[src/rtl/kdlp_pkg.sv]
`default_nettype none

package kdlp_pkg;

  // default sizes
  localparam int unsigned NumKeysDef   = 3;
  localparam int unsigned TickWidthDef = 32;

  // register port
  localparam int unsigned CfgW    = 16;
  localparam int unsigned CfgIdxW = 1;

  localparam logic [CfgW-1:0] DebounceReset  = 16'd2;
  localparam logic [CfgW-1:0] LongPressReset = 16'd100;

  // result fields
  localparam int unsigned EvtW    = 2;
  localparam int unsigned KeyIdxW = 2;

  typedef enum logic [CfgIdxW-1:0] {
    RegDebounce  = 1'b0,
    RegLongPress = 1'b1
  } cfg_reg_e;

  typedef enum logic [EvtW-1:0] {
    EvtNone    = 2'd0,
    EvtPress   = 2'd1,
    EvtLong    = 2'd2,
    EvtRelease = 2'd3
  } evt_e;

  // event request of one key slot
  typedef struct packed {
    logic hit;
    evt_e kind;
  } key_evt_t;

endpackage

`default_nettype wire

[src/rtl/kdlp_key.sv]
`default_nettype none

module kdlp_key import kdlp_pkg::*; #(
  parameter int unsigned TICK_WIDTH = TickWidthDef
) (
  input  wire logic                  clk_i,
  input  wire logic                  rst_ni,
  input  wire logic [TICK_WIDTH-1:0] tick_i,
  input  wire logic                  down_i,
  input  wire logic                  go_i,
  input  wire logic [CfgW-1:0]       debounce_i,
  input  wire logic [CfgW-1:0]       long_press_i,
  output key_evt_t                   evt_o
);

  logic [TICK_WIDTH-1:0] stamp_q, stamp_d;
  logic                  conf_q, conf_d;
  logic                  long_q, long_d;
  logic [TICK_WIDTH-1:0] elapsed;
  logic                  deb_done;
  logic                  long_done;

  // elapsed ticks since first seen down, wraps with the counter
  assign elapsed   = tick_i - stamp_q;
  assign deb_done  = elapsed >= TICK_WIDTH'(debounce_i);
  assign long_done = elapsed >= TICK_WIDTH'(long_press_i);

  // event request and next state of this key
  always_comb begin
    evt_o.hit  = 1'b0;
    evt_o.kind = EvtNone;
    stamp_d    = stamp_q;
    conf_d     = conf_q;
    long_d     = long_q;
    if (down_i && !conf_q) begin
      if (stamp_q == '0) begin
        stamp_d = tick_i;
      end else if (deb_done) begin
        evt_o.hit  = 1'b1;
        evt_o.kind = EvtPress;
        conf_d     = 1'b1;
        long_d     = 1'b0;
      end
    end else if (down_i && !long_q) begin
      if (long_done) begin
        evt_o.hit  = 1'b1;
        evt_o.kind = EvtLong;
        long_d     = 1'b1;
      end
    end else if (!down_i && conf_q) begin
      evt_o.hit  = 1'b1;
      evt_o.kind = EvtRelease;
      conf_d     = 1'b0;
      long_d     = 1'b0;
      stamp_d    = '0;
    end else if (!down_i) begin
      stamp_d = '0;
    end
  end

  // state update only when the scan reaches this key
  always_ff @(posedge clk_i or negedge rst_ni) begin
    if (!rst_ni) begin
      stamp_q <= '0;
      conf_q  <= 1'b0;
      long_q  <= 1'b0;
    end else if (go_i) begin
      stamp_q <= stamp_d;
      conf_q  <= conf_d;
      long_q  <= long_d;
    end
  end

endmodule

`default_nettype wire

[src/rtl/key_debounce_long_press_core.sv]
// channel  direction  handshake             payload
// in       to core    in_valid_i/in_stall_o   key_levels_i
// out      from core  out_valid_o/out_stall_i event_kind_o, key_index_o
// cfg      to core    cfg_we_i                cfg_idx_i, cfg_data_i
//
// one scan tick per evaluated transfer: a transfer lands in the input register
// and is evaluated across all keys in parallel with fixed priority once the
// result register is free or draining, loading the result register; one
// result per input transfer; reset clears the tick counter, all key state
// and the result valid flag, and loads the register defaults
// a stalled result holds; the input register still refills as the result moves
`default_nettype none

module key_debounce_long_press_core import kdlp_pkg::*; #(
  parameter int unsigned NUM_KEYS   = NumKeysDef,
  parameter int unsigned TICK_WIDTH = TickWidthDef
) (
  input  wire logic                clk_i,
  input  wire logic                rst_ni,
  input  wire logic                in_valid_i,
  output logic                     in_stall_o,
  input  wire logic [NUM_KEYS-1:0] key_levels_i,
  output logic                     out_valid_o,
  input  wire logic                out_stall_i,
  output logic [EvtW-1:0]          event_kind_o,
  output logic [KeyIdxW-1:0]       key_index_o,
  input  wire logic                cfg_we_i,
  input  wire logic [CfgIdxW-1:0]  cfg_idx_i,
  input  wire logic [CfgW-1:0]     cfg_data_i
);

  logic [CfgW-1:0]       debounce_q;
  logic [CfgW-1:0]       long_press_q;
  logic                  in_valid_q;
  logic [NUM_KEYS-1:0]   levels_q;
  logic [TICK_WIDTH-1:0] tick_q;
  logic [TICK_WIDTH-1:0] tick_d;
  logic                  fire;
  key_evt_t              key_evt [NUM_KEYS];
  logic [NUM_KEYS-1:0]   go;
  evt_e                  kind_d;
  logic [KeyIdxW-1:0]    idx_d;
  logic                  out_valid_q;
  evt_e                  kind_q;
  logic [KeyIdxW-1:0]    idx_q;

  // register writes
  always_ff @(posedge clk_i or negedge rst_ni) begin
    if (!rst_ni) begin
      debounce_q   <= DebounceReset;
      long_press_q <= LongPressReset;
    end else if (cfg_we_i) begin
      case (cfg_reg_e'(cfg_idx_i))
        RegDebounce:  debounce_q   <= cfg_data_i;
        RegLongPress: long_press_q <= cfg_data_i;
        default: ;
      endcase
    end
  end

  // evaluate stage fires when the result register is free or draining
  assign fire       = in_valid_q && (!out_valid_q || !out_stall_i);
  assign in_stall_o = in_valid_q && !fire;

  // input register
  always_ff @(posedge clk_i or negedge rst_ni) begin
    if (!rst_ni) begin
      in_valid_q <= 1'b0;
    end else if (!in_stall_o) begin
      in_valid_q <= in_valid_i;
    end
  end

  always_ff @(posedge clk_i) begin
    if (in_valid_i && !in_stall_o) begin
      levels_q <= key_levels_i;
    end
  end

  // scan tick, advances once per evaluated transfer
  assign tick_d = tick_q + TICK_WIDTH'(1);

  always_ff @(posedge clk_i or negedge rst_ni) begin
    if (!rst_ni) begin
      tick_q <= '0;
    end else if (fire) begin
      tick_q <= tick_d;
    end
  end

  // key slots
  for (genvar k = 0; k < NUM_KEYS; k++) begin : g_key
    kdlp_key #(
      .TICK_WIDTH(TICK_WIDTH)
    ) u_key (
      .clk_i       (clk_i),
      .rst_ni      (rst_ni),
      .tick_i      (tick_d),
      .down_i      (!levels_q[k]),
      .go_i        (go[k]),
      .debounce_i  (debounce_q),
      .long_press_i(long_press_q),
      .evt_o       (key_evt[k])
    );
  end

  // first event ends the scan, lowest key wins
  always_comb begin
    logic blocked;
    blocked = 1'b0;
    kind_d  = EvtNone;
    idx_d   = '0;
    for (int k = 0; k < NUM_KEYS; k++) begin
      go[k] = fire && !blocked;
      if (key_evt[k].hit && !blocked) begin
        kind_d = key_evt[k].kind;
        idx_d  = KeyIdxW'(k);
      end
      blocked = blocked | key_evt[k].hit;
    end
  end

  // result register
  always_ff @(posedge clk_i or negedge rst_ni) begin
    if (!rst_ni) begin
      out_valid_q <= 1'b0;
    end else if (fire) begin
      out_valid_q <= 1'b1;
    end else if (!out_stall_i) begin
      out_valid_q <= 1'b0;
    end
  end

  always_ff @(posedge clk_i) begin
    if (fire) begin
      kind_q <= kind_d;
      idx_q  <= idx_d;
    end
  end

  assign out_valid_o  = out_valid_q;
  assign event_kind_o = kind_q;
  assign key_index_o  = idx_q;

  // no event carries key zero
  a_none_idx: assert property (@(posedge clk_i) disable iff (!rst_ni)
    (out_valid_o && event_kind_o == EvtNone) |-> key_index_o == '0)
    else $error("event-free result with nonzero key index");

  // tick advances by one per evaluated transfer
  a_tick_step: assert property (@(posedge clk_i) disable iff (!rst_ni)
    fire |=> tick_q == $past(tick_d))
    else $error("tick counter did not advance");

  // tick holds while the input register is empty
  a_tick_hold: assert property (@(posedge clk_i) disable iff (!rst_ni)
    !in_valid_q |=> $stable(tick_q))
    else $error("tick counter moved without a transfer");

  // a full result register under stall blocks evaluation
  a_stall_block: assert property (@(posedge clk_i) disable iff (!rst_ni)
    (out_valid_q && out_stall_i) |-> !fire)
    else $error("result overwritten while stalled");

endmodule

`default_nettype wire
[config.mk]
export PLATFORM = sky130hd
export DESIGN_NAME = key_debounce_long_press_core
export DESIGN_NICKNAME = d
export VERILOG_FILES = /design/src/rtl/kdlp_pkg.sv /design/src/rtl/kdlp_key.sv /design/src/rtl/key_debounce_long_press_core.sv
export SDC_FILE = /design/constraint.sdc
export NUM_CORES = 1
export LEC_CHECK = 0
export BUFFER_PORTS_ARGS = -buffer_cell sky130_fd_sc_hd__buf_2
export CAP_MARGIN = 30
export CORE_UTILIZATION = 57
export DETAILED_ROUTE_END_ITERATION = 7
export GPL_ROUTABILITY_DRIVEN = 0
export PLACE_DENSITY_LB_ADDON = 0.25
export SKIP_CTS_REPAIR_TIMING = 1
export SLEW_MARGIN = 20
export SYNTH_ARGS = -nofsm -noshare
export SYNTH_HDL_FRONTEND = slang
export SYNTH_SLANG_ARGS = --single-unit
[constraint.sdc]
create_clock -name clk_i -period 8.5 [get_ports clk_i]
set_input_delay 0.425 -clock clk_i [delete_from_list [all_inputs] [get_ports clk_i]]
set_output_delay 0.425 -clock clk_i [all_outputs]
set_load 0.005 [all_outputs]
# Word level (Yosys, flattened, before mapping)
# Cells that the tools add are included.
# Widths: inputs -> output; s select.
[totals]
inputBits = 25
word_cells = 169
out_inout_bits = 6
reg_bits = 175
[classes]
n_mux = 69
addsub = 4
reduce_logical = 55
order_cmp = 6
n_bitwise = 2
eq_ne = 16
[op_table]
columns = ["operator", "n"]
rows = [
  ["$mux 32", 15],
  ["$ge 32x16->1", 6],
  ["$logic_not 32->1", 3],
  ["$sub 32x32->32", 3],
  ["$mux 3", 18],
  ["$mux 1", 33],
  ["$add 32x1->32 const B", 1],
  ["$reduce_and 5->1", 6],
  ["$reduce_bool 3->1", 6],
  ["$logic_and 1x1->1", 16],
  ["$logic_not 1->1", 15],
  ["$ne 2x1->1 const B", 7],
  ["$ne 2x2->1 const B", 6],
  ["$reduce_and 4->1", 3],
  ["$ne 3x1->1 const B", 3],
  ["$mux 2", 3],
  ["$reduce_bool 2->1", 3],
  ["$reduce_and 2->1", 2],
  ["$logic_or 1x1->1", 1],
  ["$not 1->1", 1],
  ["$or 1x1->1", 1],
]

# Longest topological paths before layout
# Gate-level depths: netlist of run 1.
[logic_depth]
depth_word = 10
mapped_depth = 25
ltp_nobuf = 24

# Hierarchy
# From an unflattened synthesis of run 1, not the netlist that was laid out.
[hier_totals]
cells_unflattened = 2111
hier_area_um2 = 16592.2
[modules_own_cells]
columns = ["module", "seq_area_each_um2", "cells_each", "n_inst", "area_each_um2"]
rows = [
  ["kdlp_key at g_key[1].u_key ...", 850.8, 597, 2, 4309.1],
  ["kdlp_key at g_key[0].u_key", 850.8, 606, 1, 4445.5],
  ["key_debounce_long_press_core", 1866.8, 311, 1, 3528.4],
]

# Worst setup path after synthesis of run 1
# OpenSTA, ideal clock, no wires.
[synth_path]
path_type = "register to register"
from = "register tick_q[0]"
to = "register g_key[2].u_key.long_q"
arrival_time_ns = 5.381
n_path_buf = 2
t_required_ns = 8.372
setup_slack_ns = 2.992
setup_time_ns = 0.128
synth_period_minus_slack_ns = 5.508
path_stages_with_launch = 23
cell_sequence = "dfrtp_1 > ha_1 > nand3_1 > nor2_1 > and3_1 > and4_1 > and2_1 > and3_1 > xor2_1 > ha_1 > clkbuf_1 > a21oi_1 > o21ai_1 > a21oi_1 > o221ai_1 > a211o_1 > a2111oi_0 > nand4_1 > nor4_4 > o211ai_2 > buf_2 > nor4b_1 > mux2_1"
[synth_via]
elab_chain_len = 10
elab_cells_between_ends = 26
classes_between = "4 x add/sub; 6 x order compare; 2 x eq/ne; 10 x mux; 1 x bitwise; 3 x reduce/logical"
[synth_lines]
columns = ["element", "line_no", "rtl"]
rows = [
  ["start, declared", "key_debounce_long_press_core.sv:36", "logic [TICK_WIDTH-1:0] tick_q;"],
  ["start signal, assigned", "key_debounce_long_press_core.sv:87", "tick_q <= tick_d;"],
  ["$add 32x1->32 (*)", "key_debounce_long_press_core.sv:81", "assign tick_d = tick_q + TICK_WIDTH'(1);"],
  ["via g_key[0].u_key.tick_i[14]", "kdlp_key.sv:8", "input wire logic [TICK_WIDTH-1:0] tick_i,"],
  ["$sub 32x32->32", "kdlp_key.sv:24", "assign elapsed = tick_i - stamp_q;"],
  ["$ge 32x16->1, on equally long branches", "kdlp_key.sv:26, kdlp_key.sv:25", ""],
  ["$mux 3, on equally long branches", "kdlp_key.sv:45, kdlp_key.sv:38", ""],
  ["$mux 3, on equally long branches", "kdlp_key.sv:44, kdlp_key.sv:36", ""],
  ["$mux 3", "kdlp_key.sv:35", "if (down_i && !conf_q) begin"],
  ["$or 1x1->1", "key_debounce_long_press_core.sv:119", "blocked = blocked | key_evt[k].hit;"],
  ["$logic_not 1->1", "key_debounce_long_press_core.sv:114", "go[k] = fire && !blocked;"],
  ["$logic_and 1x1->1", "key_debounce_long_press_core.sv:114", ""],
  ["$reduce_and 5->1 (no line) (*)", "--", ""],
  ["end signal, assigned", "kdlp_key.sv:70", "long_q <= long_d;"],
  ["end, declared", "kdlp_key.sv:18", "logic long_q, long_d;"],
]
# Mark *: on every way through the listed nets, which the timed path passes. The rest lies on a longest branch.
# A chain may end at the register's enable or synchronous reset.

# Worst setup path in the final report of run 1
[layout_path]
from = "register tick_q[0]"
to = "register g_key[1].u_key.stamp_q[30]"
[layout_via]
elab_chain_len = 9
elab_cells_between_ends = 14
classes_between = "2 x add/sub; 2 x order compare; 7 x mux; 3 x reduce/logical"
[layout_lines]
columns = ["element", "line_no", "rtl"]
rows = [
  ["$add 32x1->32 (*)", "key_debounce_long_press_core.sv:81", ""],
  ["via g_key[0].u_key.tick_i[24]", "kdlp_key.sv:8", ""],
  ["$sub 32x32->32 (*)", "kdlp_key.sv:24", ""],
  ["$ge 32x16->1, on equally long branches", "kdlp_key.sv:26, kdlp_key.sv:25", ""],
  ["$mux 3, on equally long branches", "kdlp_key.sv:45, kdlp_key.sv:38", ""],
  ["$mux 3, on equally long branches", "kdlp_key.sv:44, kdlp_key.sv:36", ""],
  ["$mux 3 (*)", "kdlp_key.sv:35", ""],
  ["$logic_not 1->1 (*)", "key_debounce_long_press_core.sv:114", ""],
  ["$logic_and 1x1->1 (*)", "key_debounce_long_press_core.sv:114", ""],
  ["$reduce_and 4->1 (no line) (*)", "--", ""],
  ["end signal, assigned", "kdlp_key.sv:68", "stamp_q <= stamp_d;"],
  ["end, declared", "kdlp_key.sv:16", "logic [TICK_WIDTH-1:0] stamp_q, stamp_d;"],
]
# Mark *: on every way through the listed nets, which the timed path passes. The rest lies on a longest branch. The select of a mux whose other input is x is not followed.

==> flow_summary.json, run 1 <==
{
  "crit_arrival_ps": 7590,
  "ant_nets": 0,
  "setup_tns_ps": 0,
  "cts_buffers": 17,
  "timing.slew.headroom": 0.376,
  "yosysWarningCount": 0,
  "die_height_um": 170,
  "post-route-period-util": 0.849,
  "fin_nets": 2153,
  "clk_latency_ps": 460,
  "synthToLayoutAreaGrowth_pct": 7.89,
  "track_usage": 0.337,
  "clk_pin_slew_ps": 70,
  "synthCells": 1910,
  "fin_util": 0.625,
  "fmax_mhz": 139,
  "p_leak_nw": 8.56,
  "diodes": 0,
  "total_power_w": 0.00775,
  "worstSetupPathType": "reg -> reg",
  "drt_drc_violations_left": 0,
  "cp-end-kind": "register",
  "vias_per_cell": 6.42,
  "synth_commonest_cells": "nand2_1 (225), ha_1 (196), inv_1 (167)",
  "synth-seq-cells": 175,
  "required_ps": 8870,
  "wl_mm": 47.4,
  "synth-seq-area-share": 0.275,
  "die_x_um": 170,
  "setup_violations": 0,
  "tightest_slew_ps": 933,
  "first_iter_violations": 1368,
  "num_io_pins": 31,
  "grt_max_degree": 87,
  "drive_above_1_share": 0.0783,
  "io_buffers": 30,
  "clock_sinks": 175,
  "synth.distinct_cells": 83,
  "die_area_um2": 28900,
  "synth_area_per_cell_um2": 8.43,
  "maxCapViolations": 0,
  "grt_first_pass_wirelength_mm": 76.0,
  "synth_top_area_cell": "dfrtp_1",
  "dpl_worst_slack_ps": 1500,
  "final_cells": 2320,
  "first_pass_iters": 5,
  "grt_pass1_vias": 14218,
  "async_flop_share": 0.960,
  "peakVddDrop_uv": 550,
  "synth_nets": 2134,
  "setup.worst_path.start_class": "register",
  "r2r_end": "g_key[1].u_key.stamp_q[30]$_DFFE_PN0P_",
  "final.setup.worst_slack_ps": 1280,
  "vias": 14892,
  "placed_cells": 2286,
  "synth_top_area_share": 0.255,
  "hpwl_mm": 37.5,
  "cts_tree": "built",
  "hp-class": "in -> async",
  "worstPathMaxFanout": 12,
  "coreArea_um2": 27800,
  "drv_slew": 0,
  "reg2reg_depth": 22,
  "synth.most_common_cell": "nand2_1",
  "clockRootBuffer": "clkbuf_16",
  "synth_enable_flop_cells": 7,
  "hold_violations": 0,
  "status": "complete, no violations",
  "wl_per_cell_um": 20.4,
  "period_minus_slack_ps": 7220,
  "ff2ff_setup_slack_ps": 1280,
  "overflow": 0,
  "rsz0062_at_grt": "no",
  "clk_path_buf_depth": 2,
  "worst_r2r_startpoint": "tick_q[0]$_DFFE_PN0P_",
  "antenna_found_initial": 0,
  "synth_flop_cell": "dfrtp_1",
  "initial_core_util": 0.579,
  "htree_num_levels": 4,
  "p_per_area_nw_per_um2": 446,
  "clock_skew_ps": 18.0,
  "rows": 61,
  "synthTopCellsByArea": "dfrtp_1 (25%), ha_1 (15%), nand2_1 (5.2%), xnor2_1 (4.5%), mux2i_1 (4.0%)",
  "synth_area_um2": 16100
}
kinds of logic (layout without fill, tap and decap cells):
logic type,after synthesis,in the layout,share of synthesized area
muxes,94,94,0.0607
DFF,175,175,0.275
adders and majority gates,199,199,0.156
buffers and inverters,236,268,0.0575
AOI/OAI and AO/OA,491,491,0.201
xor gates and xnor gates,122,122,0.0669
and+or+nand+nor,593,593,0.183
cell type report:
cell class | count | area [µm²]
Fill cell | 2439 | 10400
Timing Repair Buffer | 68 | 454
Multi-Input combinational cell | 1499 | 10800
Clock inverter | 12 | 134
Inverter | 168 | 631
Tap cell | 378 | 473
Sequential cell | 175 | 4420
Clock buffer | 20 | 478
metrics by stage:
step                instance area (µm²)  hold slack, ps
floorplan                         16100             129
global placement                  16700             475
detailed placement                16700             483
CTS                               17300            52.0
global route                      17400            97.2
finish                            17400            3.80
per-layer routing:
layer	GRT usage	wire, µm	vias to the layer above
met4	0.125	1560	0
li1	-	-	6963
met2	0.547	21700	668
met5	0	0	-
met1	0.453	20500	7160
met3	0.0498	3650	101
worst max-delay path by stage:
stage                     startpoint  slack, ps  depth (start not counted)                                     end
5_1_grt        tick_q[0]$_DFFE_PN0P_        730                         23  g_key[1].u_key.stamp_q[26]$_DFFE_PN0P_
2_1_floorplan  tick_q[0]$_DFFE_PN0P_       2990                         22       g_key[2].u_key.long_q$_DFFE_PN0P_
3_3_place_gp   tick_q[0]$_DFFE_PN0P_       1770                         23  g_key[1].u_key.stamp_q[29]$_DFFE_PN0P_
4_1_cts        tick_q[0]$_DFFE_PN0P_       1430                         23  g_key[1].u_key.stamp_q[30]$_DFFE_PN0P_
3_5_place_dp   tick_q[0]$_DFFE_PN0P_       1500                         23  g_key[1].u_key.stamp_q[30]$_DFFE_PN0P_
6_report       tick_q[0]$_DFFE_PN0P_       1280                         22  g_key[1].u_key.stamp_q[30]$_DFFE_PN0P_
power breakdown:
group          switching (W)  internal (W)
logic                0.00345       0.00235
registers           0.000124      0.000990
clock network       0.000386      0.000450
worst max-delay path: stages (launching register included):
cell       delay [ps]
dfrtp_1           580
ha_1              270
nand3_1           140
nor2_1            250
and3_1            280
and4_1            260
and3_1            220
and3_1            230
and2_1            210
nand2_1            90
xnor2_1           550
ha_1              460
a21oi_1           240
o21ai_1           190
a21oi_1           210
o211ai_1          140
a2111oi_0         400
nand4_1           210
nor4_4            440
o211ai_2          350
nor4b_4           810
buf_4             370
mux2i_1           220
cell usage in the layout, fill, tap and decap left out, drive strengths merged, types with 10 or more instances in the layout:
cell type and count:
buf 68, o21a 25, a21oi 129, xnor2 83, xor2 39, and2 21, a211oi 17, a21o 60
mux2i 65, nor4 42, nand4 51, nand3 41, nor2b 11, nor2 91, nand2b 20, o211ai 21
o21ai 108, and4 11, mux2 29, a31oi 16, a22o 22, inv 176, dfrtp 164, clkbuf 20
o2111ai 10, ha 196, nand2 225, nor3 31, o21bai 11, and3 24
sequential cells by signal, indices dropped and copies added, names as in the netlist:
| signal | count |
|---|---|
| event_kind_o | 2 |
| tick_q | 32 |
| in_valid_q | 1 |
| g_key.u_key.long_q | 3 |
| g_key.u_key.conf_q | 3 |
| key_index_o | 2 |
| out_valid_o | 1 |
| debounce_q | 16 |
| long_press_q | 16 |
| levels_q | 3 |
| g_key.u_key.stamp_q | 96 |
No activity file was read; power rests on OpenSTA's default activity.
==> run 2, diff against run 1 <==
--- a/config.mk
+++ b/config.mk
@@ -5,6 +5,7 @@
 export SDC_FILE = /design/constraint.sdc
 export NUM_CORES = 1
 export LEC_CHECK = 0
+export ABC_AREA = 1
 export BUFFER_PORTS_ARGS = -buffer_cell sky130_fd_sc_hd__buf_2
 export CAP_MARGIN = 30
 export CORE_UTILIZATION = 57
==> constraint.sdc (replaced) <==
create_clock -name clk_i -period 6 [get_ports clk_i]
set_input_delay 0.3 -clock clk_i [delete_from_list [all_inputs] [get_ports clk_i]]
set_output_delay 0.3 -clock clk_i [all_outputs]
set_load 0.005 [all_outputs]
==> run 2 against run 1 <==
Effect of this change:
- core utilization up 1.2 points
- via count up 23%
- first-iteration DRC count up 47%
- setup slack worse by 970 ps
- global-route usage up 2.1 points
- cell area up 9.0%
- synthesized cell count up 42%
- largest cell class unchanged
- die area up 7.4%
- clock skew down 2.7 ps
==> flow_summary.json, run 2 <==
{
  "vias": 18304,
  "overflow": 0,
  "track_usage": 0.358,
  "hold_depth": 1,
  "vias_per_cell": 5.80,
  "synth_enable_flop_cells": 7,
  "reg2reg_depth": 34,
  "synth-seq-area-share": 0.255,
  "yosysWarningCount": 0,
  "clk_pin_slew_ps": 80,
  "setup_violations": 0,
  "diodes": 0,
  "clockRootBuffer": "clkbuf_16",
  "grt_max_degree": 75,
  "top_regs": "g_key.u_key.stamp_q x96, tick_q x32",
  "post-route-period-util": 0.948,
  "ff2ff_setup_slack_ps": 310,
  "synth.distinct_cells": 51,
  "synth_top_area_cell": "dfrtp_1",
  "wl_per_cell_um": 17.4,
  "ant_nets": 0,
  "placed_cell_area_um2": 18000,
  "hpwl_mm": 44.0,
  "synthToLayoutAreaGrowth_pct": 9.35,
  "drv_slew": 0,
  "synth_nets": 2934,
  "first_iter_violations": 2008,
  "grt_pass1_vias": 17233,
  "period_minus_slack_ps": 5690,
  "synth_area_um2": 17300,
  "coreArea_um2": 29700,
  "synth_flop_cell": "dfrtp_1",
  "clock_sinks": 175,
  "io_buffers": 30,
  "initial_core_util": 0.582,
  "antenna_found_initial": 0,
  "num_io_pins": 31,
  "synth_top_area_share": 0.237,
  "hold_start": "key_levels_i[2]",
  "timing.slew.headroom": 0.509,
  "layout_commonest_cell": "nand2_1",
  "worstSetupPathType": "reg -> reg",
  "rows": 63,
  "holdPathEnd": "levels_q[2]$_DFFE_PP_",
  "r2r_end": "g_key[2].u_key.conf_q$_DFFE_PN0P_",
  "hold_ws_ps": 13.1,
  "htree_num_levels": 4,
  "required_ps": 6360,
  "fin_util": 0.637,
  "synthTopCellsByArea": "dfrtp_1 (24%), nand2_1 (19%), ha_1 (14%), inv_1 (11%), nor2_1 (4.8%)",
  "largest_register_ffs": 96,
  "drive_above_1_share": 0.0615,
  "layout_common_cells": "nand2_1 (852), inv_1 (485), nor2_1 (215)",
  "async_flop_share": 0.960,
  "regMostFlops": "g_key.u_key.stamp_q",
  "maxCapViolations": 0,
  "fin_area_um2": 18900,
  "synth.most_common_cell": "nand2_1",
  "hold_violations": 0,
  "setup.worst_path.start_class": "register",
  "tightest_slew_ps": 736,
  "cts_tree": "built",
  "synth_area_per_cell_um2": 6.39,
  "max_stage_delay_ps": 490,
  "grt_first_pass_wirelength_mm": 87.3,
  "hp-class": "in -> reg",
  "drt_drc_violations_left": 0,
  "clk_path_buf_depth": 2,
  "die_height_um": 176,
  "fin_nets": 2977,
  "cp-end-kind": "register",
  "synthCells": 2710,
  "die_x_um": 176,
  "synth_commonest_cells": "nand2_1 (855), inv_1 (488), nor2_1 (221)",
  "crit_arrival_ps": 6050,
  "worstPathMaxFanout": 36,
  "worst_r2r_startpoint": "tick_q[0]$_DFFE_PN0P_",
  "clk_latency_ps": 470,
  "wl_mm": 54.8,
  "crit_path_top_delay_cell": "or4_4",
  "synth-seq-cells": 175,
  "die_area_um2": 31100,
  "status": "complete, no violations",
  "first_pass_iters": 6,
  "path_common_cell": "nand2_1",
  "clock_skew_ps": 15.3,
  "cts_buffers": 17,
  "fmax_mhz": 176
}
-- run 2: cell types whose count changed after synthesis, sizes merged, moves of 29 or more --
| cell | delta |
|---|---|
| mux2 | -29 |
| xnor2 | -75 |
| nor2 | +137 |
| clkbuf | -31 |
| mux2i | -65 |
| inv | +325 |
| nand3 | +110 |
| o22ai | +31 |
| nand2 | +639 |
| o21ai | +35 |
| a21o | -58 |
-- run 2: routing by layer --
| layer | vias up | track usage | part of all wire |
|---|---|---|---|
| met2 | 875 | 0.597 | 0.46 |
| met5 | - | 0 | 0 |
| met1 | 8499 | 0.464 | 0.42 |
| met4 | 0 | 0.137 | 0.036 |
| met3 | 166 | 0.0571 | 0.085 |
| li1 | 8764 | - | - |
-- run 2: worst max-delay path, delay by kind of cell (launching register included) --
family / cells / cell delay [ps]
xor+xnor: 1 / 220
flops: 1 / 410
simple gates: 25 / 3620
buf+inv: 6 / 700
fa+ha+maj: 2 / 630
-- run 2: stage by stage --
stage | setup slack, ps | std cells | TNS, ps
after floorplan | 1310 | 2710 | 0
after global placement | 194 | 3114 | 0
after detailed placement | 29.3 | 3114 | 0
after CTS | -55.4 | 3146 | -1010
after global routing | -77.0 | 3156 | -925
final | 312 | 3156 | 0
-- run 2: how the worst max path moves through the flow --
stage / start / end
after global placement: tick_q[0]$_DFFE_PN0P_ / g_key[2].u_key.stamp_q[25]$_DFFE_PN0P_
after global routing: tick_q[0]$_DFFE_PN0P_ / g_key[2].u_key.conf_q$_DFFE_PN0P_
after CTS: tick_q[0]$_DFFE_PN0P_ / g_key[2].u_key.stamp_q[27]$_DFFE_PN0P_
after detailed placement: tick_q[0]$_DFFE_PN0P_ / g_key[2].u_key.stamp_q[30]$_DFFE_PN0P_
final: tick_q[0]$_DFFE_PN0P_ / g_key[2].u_key.conf_q$_DFFE_PN0P_
after floorplan: tick_q[0]$_DFFE_PN0P_ / g_key[2].u_key.stamp_q[31]$_DFFE_PN0P_
-- run 2: final cells by class --
type	instances	area (µm²)
multi-input combinational	2001	11100
fill	2731	10800
sequential	175	4420
inverter	493	1850
timing repair buffer	65	494
tap	390	488
clock buffer	17	425
clock inverter	15	189
-- run 2: cells by family (layout without fill, tap and decap cells) --
logic type,count (synthesis),after routing,share of synthesized area
adders and majority gates,199,199,0.145
and+or+nand+nor,1377,1377,0.334
DFF,175,175,0.255
AOI/OAI and AO/OA,360,360,0.114
buffers and inverters,534,590,0.118
xor gates and xnor gates,65,65,0.0329
Power of run 2 is left out: the tool's default activity adds up to more than one toggle a clock period on the data nets, which glitch-free logic cannot reach.
==> run 3, diff against run 2 <==
--- a/config.mk
+++ b/config.mk
@@ -11,6 +11,7 @@
 export CORE_UTILIZATION = 57
 export DETAILED_ROUTE_END_ITERATION = 7
 export GPL_ROUTABILITY_DRIVEN = 0
+export MAX_ROUTING_LAYER = met4
 export PLACE_DENSITY_LB_ADDON = 0.25
 export SKIP_CTS_REPAIR_TIMING = 1
 export SLEW_MARGIN = 20
==> run 3 against run 2 <==
Effect of this change:
- worst hold slack lost 0.65 ps
- core utilization is the same
- setup slack lost 10 ps
- critical path type unchanged
==> flow_summary.json, run 3 (same netlist as run 2, synthesis figures left out) <==
{
  "final.setup.worst_slack_ps": 302,
  "clk_path_buf_depth": 2,
  "vias": 18181,
  "wl_mm": 54.6,
  "use_met1": 0.466,
  "setup_violations": 0,
  "maxCapViolations": 0,
  "layout_common_cells": "nand2_1 (852), inv_1 (485), nor2_1 (215)",
  "use_met2": 0.594,
  "met3_usage": 0.0562,
  "drt_drc_violations_left": 0,
  "timing.slew.headroom": 0.514,
  "top_regs": "g_key.u_key.stamp_q x96, tick_q x32",
  "tightest_slew_ps": 729,
  "hpwl_mm": 44.0,
  "num_io_pins": 31,
  "rows": 63,
  "synthToLayoutAreaGrowth_pct": 9.35,
  "cts_buffers": 17,
  "clock_sinks": 175,
  "coreArea_um2": 29700,
  "cp-end-kind": "register",
  "io_buffers": 30,
  "largest_register_ffs": 96,
  "ant_nets": 0,
  "antenna_found_initial": 0,
  "die_height_um": 176,
  "reg2reg_depth": 34,
  "path_buf_inv": 6,
  "period_minus_slack_ps": 5700,
  "htree_num_levels": 4,
  "crit_path_top_delay_cell": "or4_4",
  "die_x_um": 176,
  "critPathTopFamily": "simple AND/OR/NAND/NOR gates",
  "max_stage_delay_ps": 490,
  "hp-class": "in -> reg",
  "worstSetupPathType": "reg -> reg",
  "fin_util": 0.637,
  "regMostFlops": "g_key.u_key.stamp_q",
  "diodes": 0,
  "crit_arrival_ps": 6060,
  "grt_max_degree": 75,
  "fmax_mhz": 175,
  "cts_tree": "built",
  "dpl_worst_slack_ps": 29.3,
  "grt.busiest_layer": "met2",
  "die_area_um2": 31100,
  "clk_latency_ps": 470,
  "wl_per_cell_um": 17.3,
  "status": "complete, no violations",
  "grt_first_pass_wirelength_mm": 87.3,
  "layout_commonest_cell": "nand2_1",
  "drv_slew": 0,
  "crit_cells": 34,
  "worstPathMaxFanout": 36,
  "hold_depth": 1,
  "grt_pass1_vias": 17209,
  "fin_nets": 2977,
  "first_pass_iters": 5,
  "setup.worst_path.start_class": "register",
  "clockRootBuffer": "clkbuf_16",
  "first_iter_violations": 1994,
  "path_common_cell": "nand2_1",
  "initial_core_util": 0.582,
  "overflow": 0,
  "drive_above_1_share": 0.0615,
  "track_usage": 0.369,
  "post-route-period-util": 0.950,
  "clock_skew_ps": 14.4,
  "required_ps": 6360,
  "vias_per_cell": 5.76,
  "clk_pin_slew_ps": 80,
  "hold_violations": 0
}
[run 3: stage by stage]
stage | instance area (µm²) | setup TNS [ps] | instances | hold slack [ps]
after CTS | 18600 | -1010 | 3146 | -122
after floorplan | 17300 | 0 | 2710 | 4.41
final | 18900 | 0 | 3156 | 12.5
after global placement | 18000 | 0 | 3114 | 359
after global routing | 18900 | -908 | 3156 | 6.78
after detailed placement | 18000 | 0 | 3114 | 364
[run 3: path summary, 6_finish.rpt]
check | startpoint | to | slack, ps
max | tick_q[0]$_DFFE_PN0P_ | g_key[2].u_key.conf_q$_DFFE_PN0P_ | 300
min | key_levels_i[2] | levels_q[2]$_DFFE_PP_ | 10
max reg2reg | tick_q[0]$_DFFE_PN0P_ | g_key[2].u_key.conf_q$_DFFE_PN0P_ | 300
min reg2reg | g_key[2].u_key.long_q$_DFFE_PN0P_ | g_key[2].u_key.long_q$_DFFE_PN0P_ | 480
max in group asynchronous | rst_ni | g_key[1].u_key.stamp_q[16]$_DFFE_PN0P_ | 4380
min in group asynchronous | rst_ni | in_valid_q$_DFFE_PN0N_ | 420
[run 3: layout make-up]
| cell class | count | area [µm²] |
|---|---|---|
| multi-input combinational | 2001 | 11100 |
| fill | 2731 | 10800 |
| sequential | 175 | 4420 |
| inverter | 493 | 1850 |
| timing repair buffer | 65 | 494 |
| tap | 390 | 488 |
| clock buffer | 17 | 425 |
| clock inverter | 15 | 189 |
[run 3: metal layers]
metal	wire length, µm	vias to the layer above
li1	-	8772
met4	1870	0
met5	0	-
met2	25200	815
met3	4730	146
met1	22800	8448
Power of run 3 is left out for the same reason.
